--- config.mk ---
export PLATFORM = sky130hd
export DESIGN_NAME = ftc_match
export DESIGN_NICKNAME = d
export VERILOG_FILES = /design/src/hw/rtl/ftc_pkg.sv /design/src/hw/rtl/ftc_match.sv
export SDC_FILE = /design/constraint.sdc
export NUM_CORES = 2
export LEC_CHECK = 0
export BUFFER_PORTS_ARGS = -buffer_cell sky130_fd_sc_hd__buf_2
export CORE_UTILIZATION = 55
export DETAILED_ROUTE_END_ITERATION = 8
export PLACE_DENSITY = 0.77
export SLEW_MARGIN = 20
export SYNTH_ARGS = -nofsm -noshare
export SYNTH_HDL_FRONTEND = slang
export SYNTH_SLANG_ARGS = --single-unit
--- constraint.sdc ---
create_clock -name clk -period 10.05 [get_ports clk]
set_input_delay 0.5025 -clock clk [delete_from_list [all_inputs] [get_ports clk]]
set_output_delay 0.5025 -clock clk [all_outputs]
set_load 0.03 [all_outputs]
--- src/hw/rtl/ftc_pkg.sv ---
// shared constants and types for the flow tuple classifier
// no dependencies
package ftc_pkg;

	localparam int FLOW_ENTRIES_DEF = 64;
	localparam int ADDR_W           = 16;
	localparam int EP_W             = 8;
	localparam int KEY_W            = 2 * ADDR_W + 2 * EP_W;
	localparam int FLOW_W           = 7;
	localparam int PKT_CNT_W        = 32;

	typedef logic [KEY_W-1:0] ftc_key_t;

	typedef struct packed {
		logic hit;
		logic new_flow;
		logic full;
	} ftc_match_t;

endpackage

--- src/hw/rtl/ftc_match.sv ---
// exact-match key table with valid bits and in-order entry allocation
// depends on ftc_pkg
module ftc_match
	import ftc_pkg::*;
#(
	parameter int FLOW_ENTRIES = FLOW_ENTRIES_DEF,
	parameter int IDX_W        = (FLOW_ENTRIES > 1) ? $clog2(FLOW_ENTRIES) : 1,
	parameter int CNT_W        = $clog2(FLOW_ENTRIES + 1)
) (
	input  logic             clk,
	input  logic             arst_n,
	input  logic             lookup_en,
	input  ftc_key_t         key,
	output ftc_match_t       match,
	output logic [IDX_W-1:0] idx
);

	logic [FLOW_ENTRIES-1:0] entry_valid_q;
	ftc_key_t                entry_key_q [FLOW_ENTRIES];
	logic [CNT_W-1:0]        used_q;
	logic [FLOW_ENTRIES-1:0] hit_vec;
	logic [IDX_W-1:0]        hit_idx;
	logic                    full;
	logic                    alloc;

	always_comb begin
		hit_idx = '0;
		for (int i = 0; i < FLOW_ENTRIES; i++) begin
			hit_vec[i] = entry_valid_q[i] && (entry_key_q[i] == key);
			if (hit_vec[i]) begin
				hit_idx = hit_idx | IDX_W'(i);
			end
		end
	end

	assign full           = (used_q == CNT_W'(FLOW_ENTRIES));
	assign match.hit      = |hit_vec;
	assign match.full     = !match.hit && full;
	assign match.new_flow = !match.hit && !full;
	assign idx            = match.hit ? hit_idx : used_q[IDX_W-1:0];
	assign alloc          = lookup_en && match.new_flow;

	always_ff @(posedge clk or negedge arst_n) begin
		if (!arst_n) begin
			entry_valid_q <= '0;
			used_q        <= '0;
		end else if (alloc) begin
			entry_valid_q[used_q[IDX_W-1:0]] <= 1'b1;
			used_q                            <= used_q + CNT_W'(1);
		end
	end

	always_ff @(posedge clk) begin
		if (alloc) begin
			entry_key_q[used_q[IDX_W-1:0]] <= key;
		end
	end

	a_used_bound: assert property (@(posedge clk) disable iff (!arst_n)
		used_q <= CNT_W'(FLOW_ENTRIES))
		else $error("entry count beyond table size");

	a_alloc_count: assert property (@(posedge clk) disable iff (!arst_n)
		alloc |=> used_q == $past(used_q) + CNT_W'(1))
		else $error("allocation did not advance entry count");

endmodule

# Word level (Yosys, flattened, before mapping)
# Memories as Yosys holds them, arrays and structs flattened.
# Index checks and enable logic that the tools add are counted.
# W data, S select, Z words.
op_classes:
  n_reduce_logical: 71
  n_addsub: 1
  n_eq_ne: 65
  bitwise: 1
  n_lt_le_gt_ge: 2
  n_mux: 68
op_table:
  columns: ["op", "count"]
  rows:
  - ["$eq A48 B48 Y1", 64]
  - ["$mux W6", 33]
  - ["$mux W5", 16]
  - ["$logic_and A1 B1 Y1", 68]
  - ["$or A64 B64 Y64", 1]
  - ["$reduce_or A64 Y1", 1]
  - ["$mux W4", 8]
  - ["$mux W3", 4]
  - ["$add A7 B1 Y7 const B", 1]
  - ["$eq A7 B7 Y1 const B", 1]
  - ["$lt A6 B7 Y1 const B", 1]
  - ["$demux W1 S6", 1]
  - ["$ge A6 B1 Y1 const B", 1]
  - ["$mux W1", 4]
  - ["$mux W2", 2]
  - ["$logic_not A1 Y1", 2]
totals:
  mem_bits_rw: 3072
  elab_cells: 211
  ff_bits: 71
  output_inout_bits: 9
  memories: 1
  inputBits: 51
mem_list:
  columns: ["name", "words", "width", "read_ports", "rd_clocked_by_memory_dff", "wr", "line", "rtl"]
  rows:
  - ["entry_key_q", 64, 48, 64, 0, 1, "ftc_match.sv:19", "ftc_key_t entry_key_q [FLOW_ENTRIES];"]

# Depth between registers and ports, before layout
# An unclocked memory read counts as a cell.
logic_depth:
  depth_word: 67
  depth_mapped: 18
  depth_no_buf: 10

# Least setup slack after synthesis
# Ideal clock, no wire load.
synth_timing:
  path_kind: "input to register"
  start: "input port key[5]"
  end: "register entry_valid_q[56]"
  setup_slack_ns: 3.213
  n_path_buf: 4
  arrival_time_ns: 6.751
  setup_ns: 0.086
  t_required_ns: 9.964
  path_stages: 14
  cell_sequence: "buf_4 > inv_2 > buf_2 > o221ai_1 > a2111oi_0 > nand2_1 > nor4_1 > or3_1 > or4_4 > or3_1 > buf_2 > buf_6 > nor3b_1 > or2_2"
synth_between:
  elab_chain_cells: 6
  elab_cells_between_ends: 132
  classes_between: "eq/ne: 64; reduce/logical: 68"
synth_rtl:
  columns: ["item", "line", "rtl"]
  rows:
  - ["start, declared", "ftc_match.sv:13", "input ftc_key_t key,"]
  - ["$eq A48 B48 Y1", "ftc_match.sv:29", "hit_vec[i] = entry_valid_q[i] && (entry_key_q[i] == key);"]
  - ["$logic_and A1 B1 Y1", "ftc_match.sv:29", null]
  - ["$reduce_or A64 Y1 (*)", "ftc_match.sv:37", "assign match.hit = |hit_vec;"]
  - ["$logic_not A1 Y1 (*)", "ftc_match.sv:39", "assign match.new_flow = !match.hit && !full;"]
  - ["$logic_and A1 B1 Y1 (*)", "ftc_match.sv:39", null]
  - ["$logic_and A1 B1 Y1 (*)", "ftc_match.sv:41", "assign alloc = lookup_en && match.new_flow;"]
  - ["end signal, assigned", "ftc_match.sv:45", "entry_valid_q <= '0;"]
  - ["end signal, assigned by index", "ftc_match.sv:48", "entry_valid_q[used_q[IDX_W-1:0]] <= 1'b1;"]
  - ["end, declared", "ftc_match.sv:18", "logic [FLOW_ENTRIES-1:0] entry_valid_q;"]
# Mark *: on every way between the ends. The rest lies on a longest branch, timed or not.
# A chain may end at the register's enable or synchronous reset.

# Worst setup path in the final report
layout_timing:
  start: "input port key[22]"
  end: "output port idx[2]"
layout_between:
  elab_chain_cells: 63
  elab_cells_between_ends: 190
  classes_between: "eq/ne: 64; mux: 61; reduce/logical: 65"
layout_rtl:
  columns: ["item", "line", "rtl"]
  rows:
  - ["$eq A48 B48 Y1", "ftc_match.sv:29", null]
  - ["$logic_and A1 B1 Y1", "ftc_match.sv:29", null]
  - ["$mux W3 (4 in a row)", "ftc_match.sv:30", "if (hit_vec[i]) begin"]
  - ["$mux W4 (8 in a row)", "ftc_match.sv:30", null]
  - ["$mux W5 (16 in a row)", "ftc_match.sv:30", null]
  - ["$mux W6 (32 in a row)", "ftc_match.sv:30", null]
  - ["$mux W6 (*)", "ftc_match.sv:40", "assign idx = match.hit ? hit_idx : used_q[IDX_W-1:0];"]
  - ["end, declared", "ftc_match.sv:15", "output logic [IDX_W-1:0] idx"]
# Marks and branches as above.

==> flow_summary.yaml <==
run_status:
  status: "completed"
floorplanning:
  ios: 60
  die_h_um: 495
  initial_core_util_pct: 55.4
  die_width_um: 495
  row_count: 180
  coreArea_sq_um: 241000
  dieArea_sq_um: 245000
worst_setup_path:
  cp.arrival_ps: 6370
  end_kind: "output pin"
  worst_setup_path_start_kind: "primary input"
  crit_path_max_fanout: 30
  reg2reg_from: "entry_key_q[45][33]"
  rr_endpoint: "entry_key_q[23][43]"
  required_ps: 9550
  reg2regPathDepth: 10
  critPathKind: "in2out"
  rrSetupSlack_ps: 4560
synth:
  synthArstFlopShare_pct: 2.26
  synth_area_per_cell_sq_um: 16.3
  ys_warn_count: 0
  synthAdderAreaFrac_pct: 0.0188
  synth_top_family_by_area: "XOR/XNOR gates"
  synth_mux_area_share_pct: 0.0244
  syn_inst: 8198
  synth_top_area_share_pct: 69.1
  synth-seq-cells: 3143
  synth_edf_count: 3072
  synth_top_cell_by_area: "edfxtp_1"
  yosys_most_used_dff: "edfxtp_1"
  synth_compound_area_share_pct: 1.90
  synth_area_leaders: "edfxtp_1 69%, xnor2_1 11%, xor2_1 7.7%"
  synthSimpleGateAreaFrac_pct: 6.38
  synth-seq-area-share_pct: 70.5
  syn_area_sq_um: 133000
  synth_most_common_cell: "edfxtp_1"
  synth_nets: 8251
  synth_cell_types: 78
  synthTopCellsByCount: "3072 x edfxtp_1, 1665 x xnor2_1, 1170 x xor2_1, 470 x nand4_1, 371 x nor4_1"
  synth_xor_area_share_pct: 18.6
clocking:
  cts_tree: "yes"
  ctsRootBufferMaster: "clkbuf_16"
  cts_buffer_depth: 4
  clkTransAtPathRegs_ps: 60
  insertion_delay_ps: 980
  numClockSinks: 3143
  cts_setup_buffers: 0
  htree_levels: 5
  cts_buffers: 324
drt:
  wl_per_cell_um: 31.2
  avgViaCountPerCell: 6.33
  firstDrtPassIters: 8
  wl_um: 371000
  drtIter0Drc: 10400
  drcViolationCount: 0
  detail-route-antenna-nets: 0
  vias: 75200
timing:
  finClkSkew_ps: 87.6
  worst_pin_slew_ps: 1190
  max_slew_margin_pct: 20.1
  period_share_pct: 68.4
  hold_viol_final: 0
  rsz0062_at_grt: "false"
  min_period_ps: 6880
  tns_ps: 0
  setup-violations-final: 0
  timing.final.max_slew_violations: 0
  hold_ws_ps: 43.6
  max_freq_ghz: 0.145
hold_path:
  hold_depth: 1
  hp-class: "in2reg"
  holdPathEnd: "entry_key_q[46][26]"
  worst_hold_startpoint: "key[26]"
global_route:
  overflow: 0
  grt_max_degree: 83
  antenna_found_initial: 22
  grt_usage_pct: 30.3
  grt_pass1_vias: 73800
  grt_pass1_wl_um: 528000
pwr:
  power_mw: 29.2
  max-vdd-ir-drop_mv: 0.199
  p_leak_nw: 46.2
  power_density_nw_per_um2: 198
flow_run:
  cap_violations: 0
final_layout:
  layout.nets: 8498
  drive_gt1_share_pct: 9.52
  area_growth_pct: 10.5
placed_design:
  port_buffers: 59
  gp_congestion: 0.946
  dp_hpwl_um: 208000
==> final cells by class <==
class,instances,area [sq um]
Clock buffer,413,8620
Fill cell,16800,93300
Inverter,102,383
Antenna cell,7,17.5
Multi-Input combinational cell,4590,36200
Clock inverter,153,1220
Tap cell,3185,3990
Sequential cell,3143,94000
Timing Repair Buffer,284,2970
==> power breakdown <==
part | internal (mW) | leakage [nW] | total [mW] | switching [mW]
registers | 15.0 | 28.5 | 15.2 | 0.260
logic | 0.786 | 12.9 | 2.58 | 1.80
clock network | 6.51 | 4.80 | 11.4 | 4.90
==> how the worst max path moves through the flow <==
stage                     startpoint                  end  slack (ps)  cells past startpoint
after floorplan               key[5]    entry_valid_q[56]        3210                     14
after global placement       key[11]  entry_key_q[15][16]        3410                     11
after detailed placement     key[11]  entry_key_q[15][14]        3230                     11
after CTS                    key[18]               idx[2]        3340                     15
after global routing         key[11]               idx[2]        3230                     12
final                        key[22]               idx[2]        3170                     14
==> cell usage in the layout (no fill, tap or decap), types with 23 or more instances in the layout <==
master	count
a21o_1	36
buf_12	44
buf_4	173
clkbuf_1	76
clkbuf_16	328
clkbuf_8	54
clkinv_1	71
clkinv_2	48
dfrtp_1	71
edfxtp_1	3072
inv_1	91
nand2_1	66
nand2b_1	62
nand3_1	93
nand4_1	470
nor2_1	84
nor3_1	82
nor3_2	30
nor4_1	367
o2111ai_1	25
o21ai_0	40
o221ai_1	34
o22ai_1	50
o2bb2ai_1	23
or2_2	28
xnor2_1	1665
xor2_1	1170
==> state kept, by name, summed over array words and instances (netlist names) <==
signal	count
entry_key_q	3072
entry_valid_q	64
used_q	7
==> per-layer routing <==
| metal | share of wire (%) | wire (um) | vias up | global-route usage, % |
|---|---|---|---|---|
| met2 | 46 | 169000 | 4997 | 47.2 |
| met3 | 12 | 42900 | 957 | 5.39 |
| met4 | 4.8 | 18000 | 12 | 12.8 |
| met1 | 38 | 140000 | 38300 | 42.1 |
| li1 | - | - | 30900 | - |
| met5 | 0.022 | 80 | - | 0 |
==> what timing repair did <==
action,CTS,global route
hold buffers,9,0
endpoints found under the setup margin,0,0
gates resized for setup,0,0
endpoints found under the hold margin,43,0
==> critical path, cell delays in order <==
cell	delay [ps]
dlygate4sd3_1	540
clkbuf_8	290
buf_4	570
xnor2_1	190
nand4_1	120
nor4_1	650
nand4_1	630
o41ai_2	420
and3b_1	350
nand4_1	130
or3_4	400
buf_4	600
o21ai_0	530
buf_2	350
==> cell families after synthesis <==
group	after synthesis
mux	3
simple gates	1418
buf+inv	465
flops	3143
fa+ha+maj	2
xor+xnor	2835
compound gates	332
==> metrics by stage <==
stage	utilization [%]	cell area, sq um	setup WS [ps]	instances
global route	61.2	147000	3230	11900
detailed placement	57.1	137000	3230	11300
floorplan	-	133000	3210	8198
finish	61.3	147000	3170	11900
global placement	57.1	137000	3410	11300
CTS	61.2	147000	3340	11900
Power figures use the tool's default switching activity.
